**config.mk**
```make
export PLATFORM = sky130hd
export DESIGN_NAME = dual_rate_time_of_day_counter_core
export DESIGN_NICKNAME = d
export VERILOG_FILES = /design/src/hdl/dtc_pkg.sv /design/src/hdl/dtc_next.sv /design/src/hdl/dual_rate_time_of_day_counter_core.sv
export SDC_FILE = /design/constraint.sdc
export NUM_CORES = 1
export LEC_CHECK = 0
export ABC_AREA = 1
export CORE_MARGIN = 2
export CORE_UTILIZATION = 25
export CTS_CLUSTER_SIZE = 24
export DETAILED_ROUTE_END_ITERATION = 12
export DONT_BUFFER_PORTS = 1
export MAX_ROUTING_LAYER = met4
export PLACE_DENSITY_LB_ADDON = 0.25
export SLEW_MARGIN = 20
export SYNTH_ARGS = -nofsm -noshare
export SYNTH_HDL_FRONTEND = slang
export SYNTH_SLANG_ARGS = --single-unit
```
**constraint.sdc**
```tcl
create_clock -name i_clk -period 3 [get_ports i_clk]
set_input_delay 0.3 -clock i_clk [delete_from_list [all_inputs] [get_ports i_clk]]
set_output_delay 0.3 -clock i_clk [all_outputs]
set_load 0.005 [all_outputs]
```
**src/hdl/dtc_pkg.sv**
```systemverilog
// ----------------------------------------------------------------------------
// dtc_pkg
// Shared types, codes and helpers for the dual-rate time-of-day counter.
// ----------------------------------------------------------------------------
`default_nettype none

package dtc_pkg;

    // Running-time pulse divider, in normal seconds.
    localparam int unsigned RUN_TIME_DIVIDER = 1;

    // Command codes
    localparam logic [2:0] CMD_TICK     = 3'd0;
    localparam logic [2:0] CMD_HOUR_INC = 3'd1;
    localparam logic [2:0] CMD_HOUR_DEC = 3'd2;
    localparam logic [2:0] CMD_MIN_INC  = 3'd3;
    localparam logic [2:0] CMD_SEC_CLR  = 3'd4;

    // External clock write codes
    localparam logic [1:0] RTC_WR_NONE  = 2'd0;
    localparam logic [1:0] RTC_WR_HOURS = 2'd1;
    localparam logic [1:0] RTC_WR_MINS  = 2'd2;
    localparam logic [1:0] RTC_WR_SECS  = 2'd3;

    // Configuration register indexes
    localparam logic [2:0] CFG_TICKS_PER_SEC = 3'd0;
    localparam logic [2:0] CFG_SECS_PER_MIN  = 3'd1;
    localparam logic [2:0] CFG_MINS_PER_HOUR = 3'd2;
    localparam logic [2:0] CFG_HOURS_PER_DAY = 3'd3;
    localparam logic [2:0] CFG_TRICK_MODE    = 3'd4;

    typedef struct packed {
        logic [7:0] ticks_per_second;
        logic [7:0] secs_per_minute;
        logic [7:0] mins_per_hour;
        logic [7:0] hours_per_day;
        logic       set_trick_mode;
    } t_cfg;

    typedef struct packed {
        logic [7:0] norm_tick;
        logic [7:0] norm_sec;
        logic [7:0] norm_min;
        logic [7:0] norm_hour;
        logic [7:0] fast_tick;
        logic [7:0] fast_sec;
        logic [7:0] fast_min;
        logic [7:0] fast_hour;
    } t_tod_state;

    typedef struct packed {
        logic       run_pulse;
        logic       save_pulse;
        logic [1:0] wcode;
    } t_flags;

    // Increment modulo 256, then clear at or above the limit.
    function automatic logic [7:0] wrap_up(input logic [7:0] v, input logic [7:0] lim);
        logic [7:0] s;
        s = v + 8'd1;
        return (s >= lim) ? 8'd0 : s;
    endfunction

    // Decrement modulo 256, then clamp to limit-1 at or above the limit.
    function automatic logic [7:0] wrap_down(input logic [7:0] v, input logic [7:0] lim);
        logic [7:0] s;
        s = v - 8'd1;
        return (s >= lim) ? (lim - 8'd1) : s;
    endfunction

endpackage

`default_nettype wire

```
**src/hdl/dtc_next.sv**
```systemverilog
// ----------------------------------------------------------------------------
// dtc_next
// Next-state and status logic for both time cascades, one item per pass.
// ----------------------------------------------------------------------------
`default_nettype none

module dtc_next
    import dtc_pkg::*;
(
    input  t_cfg       i_cfg,
    input  t_tod_state i_state,
    input  logic [2:0] i_command,
    input  logic [7:0] i_rtc_seconds,
    output t_tod_state o_state,
    output t_flags     o_flags
);

    logic [7:0] w_norm_tick_inc;
    logic [7:0] w_fast_tick_inc;
    logic [7:0] w_fast_term;
    logic [7:0] w_half_spm;
    logic [7:0] w_norm_sec_up;
    logic [7:0] w_norm_min_up;
    logic [7:0] w_fast_sec_up;
    logic [7:0] w_fast_min_up;

    assign w_norm_tick_inc = i_state.norm_tick + 8'd1;
    assign w_fast_tick_inc = i_state.fast_tick + 8'd1;
    assign w_fast_term     = {1'b0, i_cfg.ticks_per_second[7:1]};
    assign w_half_spm      = {1'b0, i_cfg.secs_per_minute[7:1]};
    assign w_norm_sec_up   = wrap_up(i_state.norm_sec, i_cfg.secs_per_minute);
    assign w_norm_min_up   = wrap_up(i_state.norm_min, i_cfg.mins_per_hour);
    assign w_fast_sec_up   = wrap_up(i_state.fast_sec, i_cfg.secs_per_minute);
    assign w_fast_min_up   = wrap_up(i_state.fast_min, i_cfg.mins_per_hour);

    always_comb begin
        o_state = i_state;
        o_flags = '{run_pulse: 1'b0, save_pulse: 1'b0, wcode: RTC_WR_NONE};

        unique case (i_command)
            CMD_TICK: begin
                // normal chain
                o_state.norm_tick = w_norm_tick_inc;
                if (w_norm_tick_inc == i_cfg.ticks_per_second) begin
                    o_state.norm_tick = 8'd0;
                    o_flags.run_pulse = ((i_state.norm_sec % RUN_TIME_DIVIDER) == 0);
                    o_state.norm_sec  = w_norm_sec_up;
                    if (w_norm_sec_up == 8'd0) begin
                        // minute rollover: nudge tick phase toward external clock
                        if (i_rtc_seconds != 8'd0) begin
                            o_state.norm_tick = (i_rtc_seconds > w_half_spm) ? 8'hFF : 8'd1;
                        end
                        o_state.norm_min = w_norm_min_up;
                        if (w_norm_min_up == 8'd0) begin
                            o_flags.save_pulse = 1'b1;
                            o_state.norm_hour  = wrap_up(i_state.norm_hour,
                                                         i_cfg.hours_per_day);
                        end
                    end
                end
                // double-speed chain
                o_state.fast_tick = w_fast_tick_inc;
                if (w_fast_tick_inc == w_fast_term) begin
                    o_state.fast_tick = 8'd0;
                    o_state.fast_sec  = w_fast_sec_up;
                    if (w_fast_sec_up == 8'd0) begin
                        o_state.fast_min = w_fast_min_up;
                        if (w_fast_min_up == 8'd0) begin
                            o_state.fast_hour = wrap_up(i_state.fast_hour,
                                                        i_cfg.hours_per_day);
                        end
                    end
                end
            end
            CMD_HOUR_INC: begin
                if (i_cfg.set_trick_mode) begin
                    o_state.fast_hour = wrap_up(i_state.fast_hour, i_cfg.hours_per_day);
                end else begin
                    o_state.norm_hour = wrap_up(i_state.norm_hour, i_cfg.hours_per_day);
                    o_flags.wcode     = RTC_WR_HOURS;
                end
            end
            CMD_HOUR_DEC: begin
                if (i_cfg.set_trick_mode) begin
                    o_state.fast_hour = wrap_down(i_state.fast_hour, i_cfg.hours_per_day);
                end else begin
                    o_state.norm_hour = wrap_down(i_state.norm_hour, i_cfg.hours_per_day);
                    o_flags.wcode     = RTC_WR_HOURS;
                end
            end
            CMD_MIN_INC: begin
                if (i_cfg.set_trick_mode) begin
                    o_state.fast_min = w_fast_min_up;
                end else begin
                    o_state.norm_min = w_norm_min_up;
                    o_flags.wcode    = RTC_WR_MINS;
                end
            end
            CMD_SEC_CLR: begin
                o_state.norm_sec  = 8'd0;
                o_state.norm_tick = 8'd0;
                o_flags.wcode     = RTC_WR_SECS;
            end
            default: begin
            end
        endcase
    end

endmodule

`default_nettype wire

```
**src/hdl/dual_rate_time_of_day_counter_core.sv**
```systemverilog
// ----------------------------------------------------------------------------
// dual_rate_time_of_day_counter_core
// Normal and double-speed tick/second/minute/hour counters with RTC resync.
// ----------------------------------------------------------------------------
// Each transfer on the input channel (a tick or a set command) yields exactly
// one transfer on the output channel carrying both times after the item, the
// running-time pulse, the hourly save pulse and the external clock write
// code. Unless the output stalls, the block sustains one item per clock: the
// item sits in an input register, the next-state logic updates the counter
// registers and the status register in one pass, and the counter registers
// themselves serve as the result time fields. The result is valid once they
// hold its item. Both registers advance whenever the result register is
// empty or its result is being taken, so a stalled output backs up through
// at most two items before o_in_ready drops. Configuration writes take
// effect on the next clock; change them only while no item is in flight.
// ----------------------------------------------------------------------------
`default_nettype none

module dual_rate_time_of_day_counter_core
    import dtc_pkg::*;
(
    input  logic       i_clk,
    input  logic       i_rst_n,
    // configuration write port
    input  logic       i_cfg_we,
    input  logic [2:0] i_cfg_idx,
    input  logic [7:0] i_cfg_data,
    // input channel
    input  logic       i_in_valid,
    output logic       o_in_ready,
    input  logic [2:0] i_command,
    input  logic [7:0] i_rtc_seconds,
    // output channel
    output logic       o_out_valid,
    input  logic       i_out_ready,
    output logic [7:0] o_norm_hours,
    output logic [7:0] o_norm_minutes,
    output logic [7:0] o_norm_seconds,
    output logic [7:0] o_fast_hours,
    output logic [7:0] o_fast_minutes,
    output logic [7:0] o_fast_seconds,
    output logic       o_run_time_pulse,
    output logic       o_hourly_save_pulse,
    output logic [1:0] o_rtc_write_code
);

    // configuration
    t_cfg       r_cfg;

    // input register
    logic       r_in_valid;
    logic [2:0] r_command;
    logic [7:0] r_rtc_seconds;

    // counter state doubles as the result's time fields
    t_tod_state r_state;
    t_tod_state n_state;
    t_flags     r_flags;
    t_flags     n_flags;
    logic       r_out_valid;

    logic       w_advance;   // result register may load this cycle

    assign w_advance  = !r_out_valid || i_out_ready;
    assign o_in_ready = !r_in_valid || w_advance;

    dtc_next u_next (
        .i_cfg         (r_cfg),
        .i_state       (r_state),
        .i_command     (r_command),
        .i_rtc_seconds (r_rtc_seconds),
        .o_state       (n_state),
        .o_flags       (n_flags)
    );

    // configuration registers
    always_ff @(posedge i_clk) begin
        if (!i_rst_n) begin
            r_cfg <= '{ticks_per_second: 8'd64, secs_per_minute: 8'd60,
                       mins_per_hour: 8'd60, hours_per_day: 8'd24,
                       set_trick_mode: 1'b0};
        end else if (i_cfg_we) begin
            unique case (i_cfg_idx)
                CFG_TICKS_PER_SEC: r_cfg.ticks_per_second <= i_cfg_data;
                CFG_SECS_PER_MIN:  r_cfg.secs_per_minute  <= i_cfg_data;
                CFG_MINS_PER_HOUR: r_cfg.mins_per_hour    <= i_cfg_data;
                CFG_HOURS_PER_DAY: r_cfg.hours_per_day    <= i_cfg_data;
                CFG_TRICK_MODE:    r_cfg.set_trick_mode   <= i_cfg_data[0];
                default: begin
                end
            endcase
        end
    end

    // control and counter state
    always_ff @(posedge i_clk) begin
        if (!i_rst_n) begin
            r_in_valid  <= 1'b0;
            r_out_valid <= 1'b0;
            r_state     <= '0;
        end else begin
            if (o_in_ready) begin
                r_in_valid <= i_in_valid;
            end
            if (w_advance) begin
                r_out_valid <= r_in_valid;
                if (r_in_valid) begin
                    r_state <= n_state;
                end
            end
        end
    end

    // payload registers
    always_ff @(posedge i_clk) begin
        if (i_in_valid && o_in_ready) begin
            r_command     <= i_command;
            r_rtc_seconds <= i_rtc_seconds;
        end
        if (w_advance && r_in_valid) begin
            r_flags <= n_flags;
        end
    end

    assign o_out_valid         = r_out_valid;
    assign o_norm_hours        = r_state.norm_hour;
    assign o_norm_minutes      = r_state.norm_min;
    assign o_norm_seconds      = r_state.norm_sec;
    assign o_fast_hours        = r_state.fast_hour;
    assign o_fast_minutes      = r_state.fast_min;
    assign o_fast_seconds      = r_state.fast_sec;
    assign o_run_time_pulse    = r_flags.run_pulse;
    assign o_hourly_save_pulse = r_flags.save_pulse;
    assign o_rtc_write_code    = r_flags.wcode;

endmodule

`default_nettype wire

```
# ---- Word-level counts from Yosys, hierarchy flattened
# Cells that the tools add are included.
dict set report op_classes {
  add_sub_neg 11
  n_lt_le_gt_ge 9
  n_eq_ne 22
  muxes 34
  n_reduce_logical 31
}
# op n
set op_table {}
lappend op_table {{two-way mux 8 bit} 19}
lappend op_table {{adder 8 x 1 -> 8 bit, second input constant} 8}
lappend op_table {{greater-or-equal comparator 8 bit} 8}
lappend op_table {{two-way mux 32 bit} 2}
lappend op_table {{one-hot mux 8 bit (3 select lines)} 2}
lappend op_table {{zero test 8 bit} 4}
lappend op_table {{two-way mux 16 bit} 2}
lappend op_table {{one-hot mux 16 bit (2 select lines)} 1}
lappend op_table {{one-hot mux 8 bit (2 select lines)} 2}
lappend op_table {{subtractor 8 x 1 -> 8 bit, second input constant} 3}
lappend op_table {{AND reduction 8 bit} 2}
lappend op_table {{== test 3 x 2 -> 1 bit, second input constant} 4}
lappend op_table {{inequality test 2 x 1 -> 1 bit, second input constant} 6}
lappend op_table {{inequality test 2 bit, second input constant} 6}
lappend op_table {{AND reduction 6 bit} 2}
lappend op_table {{AND reduction 2 bit} 5}
lappend op_table {{AND reduction 3 bit} 3}
lappend op_table {{== test 8 x 7 -> 1 bit} 1}
lappend op_table {{== test 8 bit} 1}
lappend op_table {{greater-than comparator 8 x 7 -> 1 bit} 1}
lappend op_table {{AND reduction 4 bit} 2}
lappend op_table {{nonzero test 8 bit} 1}
lappend op_table {{== test 3 x 1 -> 1 bit, second input constant} 2}
lappend op_table {{== test 3 bit, second input constant} 2}
lappend op_table {{10 further kinds} 18}
dict set report totals {
  reg_bits 114
  in_bits 27
  out_inout_bits 54
  elab_cells 127
}

# ---- Longest topological paths before layout
dict set report depth {
  depth_word 8
  mapped_depth 22
  mapped_depth_nobuf 21
}

# ---- By module
# Synthesis repeated with hierarchy kept, for this count alone.
dict set report hier_totals {
  hier_cells 1623
  area_unflattened_um2 10339.9
}
# mod n_inst cells_per_inst area_each_um2 seq_area_each_um2
set modules_own_cells {}
lappend modules_own_cells {dtc_next 1 1008 5515.3 0.0}
lappend modules_own_cells {dual_rate_time_of_day_counter_core 1 615 4824.6 2432.3}

# ---- Worst setup path after synthesis
# Ideal clock, no wire load.
dict set report synth_timing {
  path_type {reg2reg}
  startpoint {register r_state, in the netlist o_fast_minutes[0]}
  endpoint {register r_state, in the netlist o_fast_hours[6]}
  setup_ns 0.113
  t_arrival_ns 2.532
  t_required_ns 2.887
  path_slack_ns 0.356
  stages_incl_launch_ff 21
  n_path_buf 2
  period_less_slack_ns 2.644
  cell_sequence {dfxtp_1 -> ha_1 -> nand2_1 -> nor2_1 -> nand2_1 -> xor2_1 -> ha_1 -> nand2_1 -> nor2_1 -> nor3_1 -> buf_2 -> nand2_1 -> a21oi_1 -> nor2_1 -> nand2_1 -> nand2_1 -> nand3_2 -> buf_6 -> nand2_1 -> nand2_1 -> nor2_1}
}
dict set report synth_between {
  elab_chain_cells 6
}
# element line_no
set synth_lines {}
lappend synth_lines {{from (decl)} dual_rate_time_of_day_counter_core.sv:56} ;# t_tod_state r_state;
lappend synth_lines {{from (signal assigned)} dual_rate_time_of_day_counter_core.sv:108} ;# r_state <= n_state;
lappend synth_lines {{adder 8 x 1 -> 8 bit (*)} dtc_pkg.sv:60} ;# s = v + 8'd1;
lappend synth_lines {{greater-or-equal comparator 8 bit} dtc_pkg.sv:61} ;# return (s >= lim) ? 8'd0 : s;
lappend synth_lines {{two-way mux 8 bit (*)} dtc_pkg.sv:61}
lappend synth_lines {{zero test 8 bit (*)} dtc_next.sv:68} ;# if (w_fast_min_up == 8'd0) begin
lappend synth_lines {{inequality test 2 x 1 -> 1 bit (no source line) (*)} n/a}
lappend synth_lines {{AND reduction 8 bit (no source line) (*)} n/a}
# Mark *: on every way between the ends. The rest lies on a longest branch, timed or not.
# A chain may end at the register's enable or synchronous reset.

# ---- Worst setup path in the final report
dict set report layout_timing {
  startpoint {register r_state, in the netlist o_norm_hours[1]}
  endpoint {register r_state, in the netlist o_norm_hours[0]}
}
dict set report layout_between {
  elab_chain_cells 7
  elab_cells_between_ends 12
  classes_between {add/sub: 2; order compare: 2; mux: 8}
}
# element line_no
set layout_lines {}
lappend layout_lines {{adder 8 x 1 -> 8 bit} dtc_pkg.sv:60}
lappend layout_lines {{greater-or-equal comparator 8 bit} dtc_pkg.sv:61}
lappend layout_lines {{two-way mux 8 bit} dtc_pkg.sv:61}
lappend layout_lines {{two-way mux 8 bit} dtc_next.sv:54} ;# if (w_norm_min_up == 8'd0) begin
lappend layout_lines {{two-way mux 16 bit} dtc_next.sv:48} ;# if (w_norm_sec_up == 8'd0) begin
lappend layout_lines {{two-way mux 32 bit} dtc_next.sv:44} ;# if (w_norm_tick_inc == i_cfg.ticks_per_second) begin
lappend layout_lines {{one-hot mux 8 bit (3 select lines) (*)} dtc_next.sv:40} ;# unique case (i_command)
# Mark *: on every way between the ends. The rest lies on a longest branch, timed or not. The select of a mux whose other input is x is not followed.

==> results.cfg <==
[floorplan]
io-pin-count = 81
die-height_um = 192
die-area_mm2 = 0.0367
core_mm2 = 0.0346
die_w_um = 192
rows = 68
start_util_pct = 25.4

[worst_setup_path]
start_kind = register
regToRegEndpoint = o_norm_hours[0]
path_class = register to register
r2r-start = o_norm_hours[1]
endpoint_kind = register
crit_arrival_ns = 3.09
crit_path_start = o_norm_hours[1]
r2r_cells = 19
reg2reg_setup_slack_ns = 0.24
worstPathRequired_ns = 3.33
crit_fanout = 5

[global_route]
antenna_found_initial = 1
grt_pass1_vias = 7740
grt_usage_pct = 15.3
grt_overflow_total = 0
grt_pass1_wl_um = 42200
grt_max_degree = 39

[synthesis]
synthTopCellsByCount = 315 x nand2_1, 165 x inv_1, 154 x nor2_1, 108 x a21oi_1, 99 x dfxtp_1
synth_area_mm2 = 0.00880
synth.area.top_cells = dfxtp_1 23%, nand2_1 13%, ha_1 11%
synth_simple_gate_area_share_pct = 30.0
synth-seq-cells = 114
synth_compound_area_share_pct = 14.0
synth_edf_count = 15
synth.most_common_cell = nand2_1
syn_nets = 1425
synth_top_family_by_area = simple AND/OR/NAND/NOR gates
yosysUniqueCellTypes = 43
synth_top_area_share_pct = 22.5
synthFlopType = dfxtp_1
synthAdderAreaFrac_pct = 11.4
ys_async_sr_fraction_pct = 0
ys_seq_area_share_pct = 27.6
syn_inst = 1318
yosys.area.top_type = dfxtp_1
muxShareOfSynthArea_pct = 0
synth_xor_area_share_pct = 4.28
yosysWarnings = 0
syn_area_per_cell_um2 = 6.68

[layout]
n_fill_cell = 3793
n_antenna_cell = 0
layout-drive-gt1-share_pct = 12.2
syn2layout_area_growth_pct = 17.3
fin_cells = 1812
layout.nets = 1451

[timing]
fin_tns_setup_ns = 0
min_period_ns = 2.76
setup_slack_ns = 0.239
tightest_slew_ns = 0.615
relSlewSlack_pct = 58.7
finClkSkew_ns = 0.0115
period_share_pct = 92.0
drv_slew = 0
max_freq_mhz = 362
setup_violations = 0
hold_violations = 0

[placed_design]
post-place-cells = 1751
dp_slack_ns = 0.0694
portBuffers = 0
dp_hpwl_um = 19800
globalplace.congestion = 0.831

[route]
final_antenna_net_count = 0
wl_per_cell_um = 14.7
drtIter0Drc = 453
first_pass_iters = 5
routed_wirelength_um = 26600
viasPerCell = 4.56
vias = 8258
drc_errors = 0

[clock_tree]
clock_sinks = 114
insertion_delay_ns = 0.44
clkTransAtPathRegs_ns = 0.06
tritoncts = yes
cts.path.max_buffers = 2
cts-root-buf = clkbuf_16
htreeDepth = 4
cts_made_buffers = 17

[min_path]
min_from = i_cfg_data[4]
hp-class = primary input to register
holdPathEnd = r_cfg[13]
hold_depth = 2

[power_and_ir_drop]
power_frac_seq_pct = 37.4
p_comb_share_pct = 15.2
p_int_mw = 3.10
power_mw = 4.39
swShare_pct = 29.4
p_leak_nw = 4.84
pwr-share-clk_pct = 47.4
ir_worst_vdd_mv = 0.405
power-per-cell-area_mw_per_mm2 = 425
p_switching_mw = 1.29

[flow_run]
drv_cap = 0

[run_status]
outcome = finished clean
power by group through the flow:
stage                     registers [mW]  logic (mW)  clock network, mW
after floorplan                     1.66       0.450                  0
after global placement              1.67       0.580                  0
after detailed placement            1.67       0.586                  0
after CTS                           1.64       0.624               2.13
after global routing                1.65       0.764               2.20
final                               1.64       0.669               2.08
critical path, cell delays in order, from the launching register on:
cell and delay (ns):
dfxtp_1 0.37, inv_1 0.13, ha_2 0.21, nand2_1 0.06
nor2_1 0.15, nand3_1 0.11, xor2_1 0.14, inv_1 0.09
ha_1 0.28, nand2_1 0.08, nor2_1 0.15, nand4_1 0.09
o2111ai_1 0.14, buf_4 0.20, buf_4 0.12, a21oi_1 0.05
o21ai_0 0.07, nand2_1 0.07, nor2_1 0.10, nor2_1 0.05
flip-flops by register name, summed over array words and instances, names as in the netlist, 2 cells and up:
signal	count
o_norm_seconds	8
r_command	3
o_fast_seconds	8
o_norm_hours	8
o_norm_minutes	8
r_cfg	33
o_rtc_write_code	2
o_fast_minutes	8
r_state	16
o_fast_hours	8
r_rtc_seconds	8
worst max path at each step:
stage / cells after the start / end / slack [ns]
2_1_floorplan: 20 / o_fast_hours[6] / 0.36
3_3_place_gp: 17 / o_norm_hours[2] / 0.08
3_5_place_dp: 19 / o_norm_hours[3] / 0.07
4_1_cts: 18 / o_norm_hours[3] / 0.04
5_1_grt: 19 / o_fast_hours[5] / -0.003
6_report: 19 / o_norm_hours[0] / 0.24
per-layer routing:
metal | vias to the layer above | global-route usage [%] | wire length, um
met4 | 0 | 4.35 | 544
li1 | 4314 | - | -
met2 | 165 | 24.4 | 12200
met1 | 3753 | 19.2 | 12500
met3 | 26 | 3.67 | 1410
met5 | - | - | 0
cell usage in the layout (no fill, tap or decap), drive strengths merged, types with 17 or more instances in the layout:
cell         instances
nand2              320
inv                173
nor2               168
a21oi              108
dfxtp               99
ha                  80
o21ai               77
nand3               70
buf                 62
xor2                37
nand4               25
o211ai              19
clkbuf              19
nor3                19
dlygate4sd3         17
layout make-up:
type | count | area (um^2) | area share [%]
Multi-Input combinational cell | 963 | 5410 | 52.4
Sequential cell | 114 | 2440 | 23.6
Timing Repair Buffer | 80 | 682 | 6.60
Inverter | 168 | 631 | 6.10
Tap cell | 455 | 569 | 5.51
Clock buffer | 19 | 475 | 4.60
Clock inverter | 13 | 119 | 1.15
metrics by stage:
step / util [%] / area, um^2 / hold WS [ns]
final: 29.8 / 10300 / 0.0118
after detailed placement: 26.8 / 9290 / 0.399
after CTS: 29.1 / 10100 / 0.000590
after global placement: 26.8 / 9290 / 0.399
after floorplan: - / 8800 / 0.399
after global routing: 29.8 / 10300 / 0.00282
kinds of logic after synthesis:
logic type,count (synthesis)
flip-flops,114
XOR/XNOR,43
AND/OR/NAND/NOR,615
AO/OA/AOI/OAI,224
buffers and inverters,242
adder cells (fa/ha/maj),80
repair_timing:
action	CTS	global route
endpoints found under the setup margin	0	40
hold buffers	18	0
endpoints found under the hold margin	46	0
buffers inserted	0	8
gates resized for setup	0	49
(Power assumes the default switching activity.)
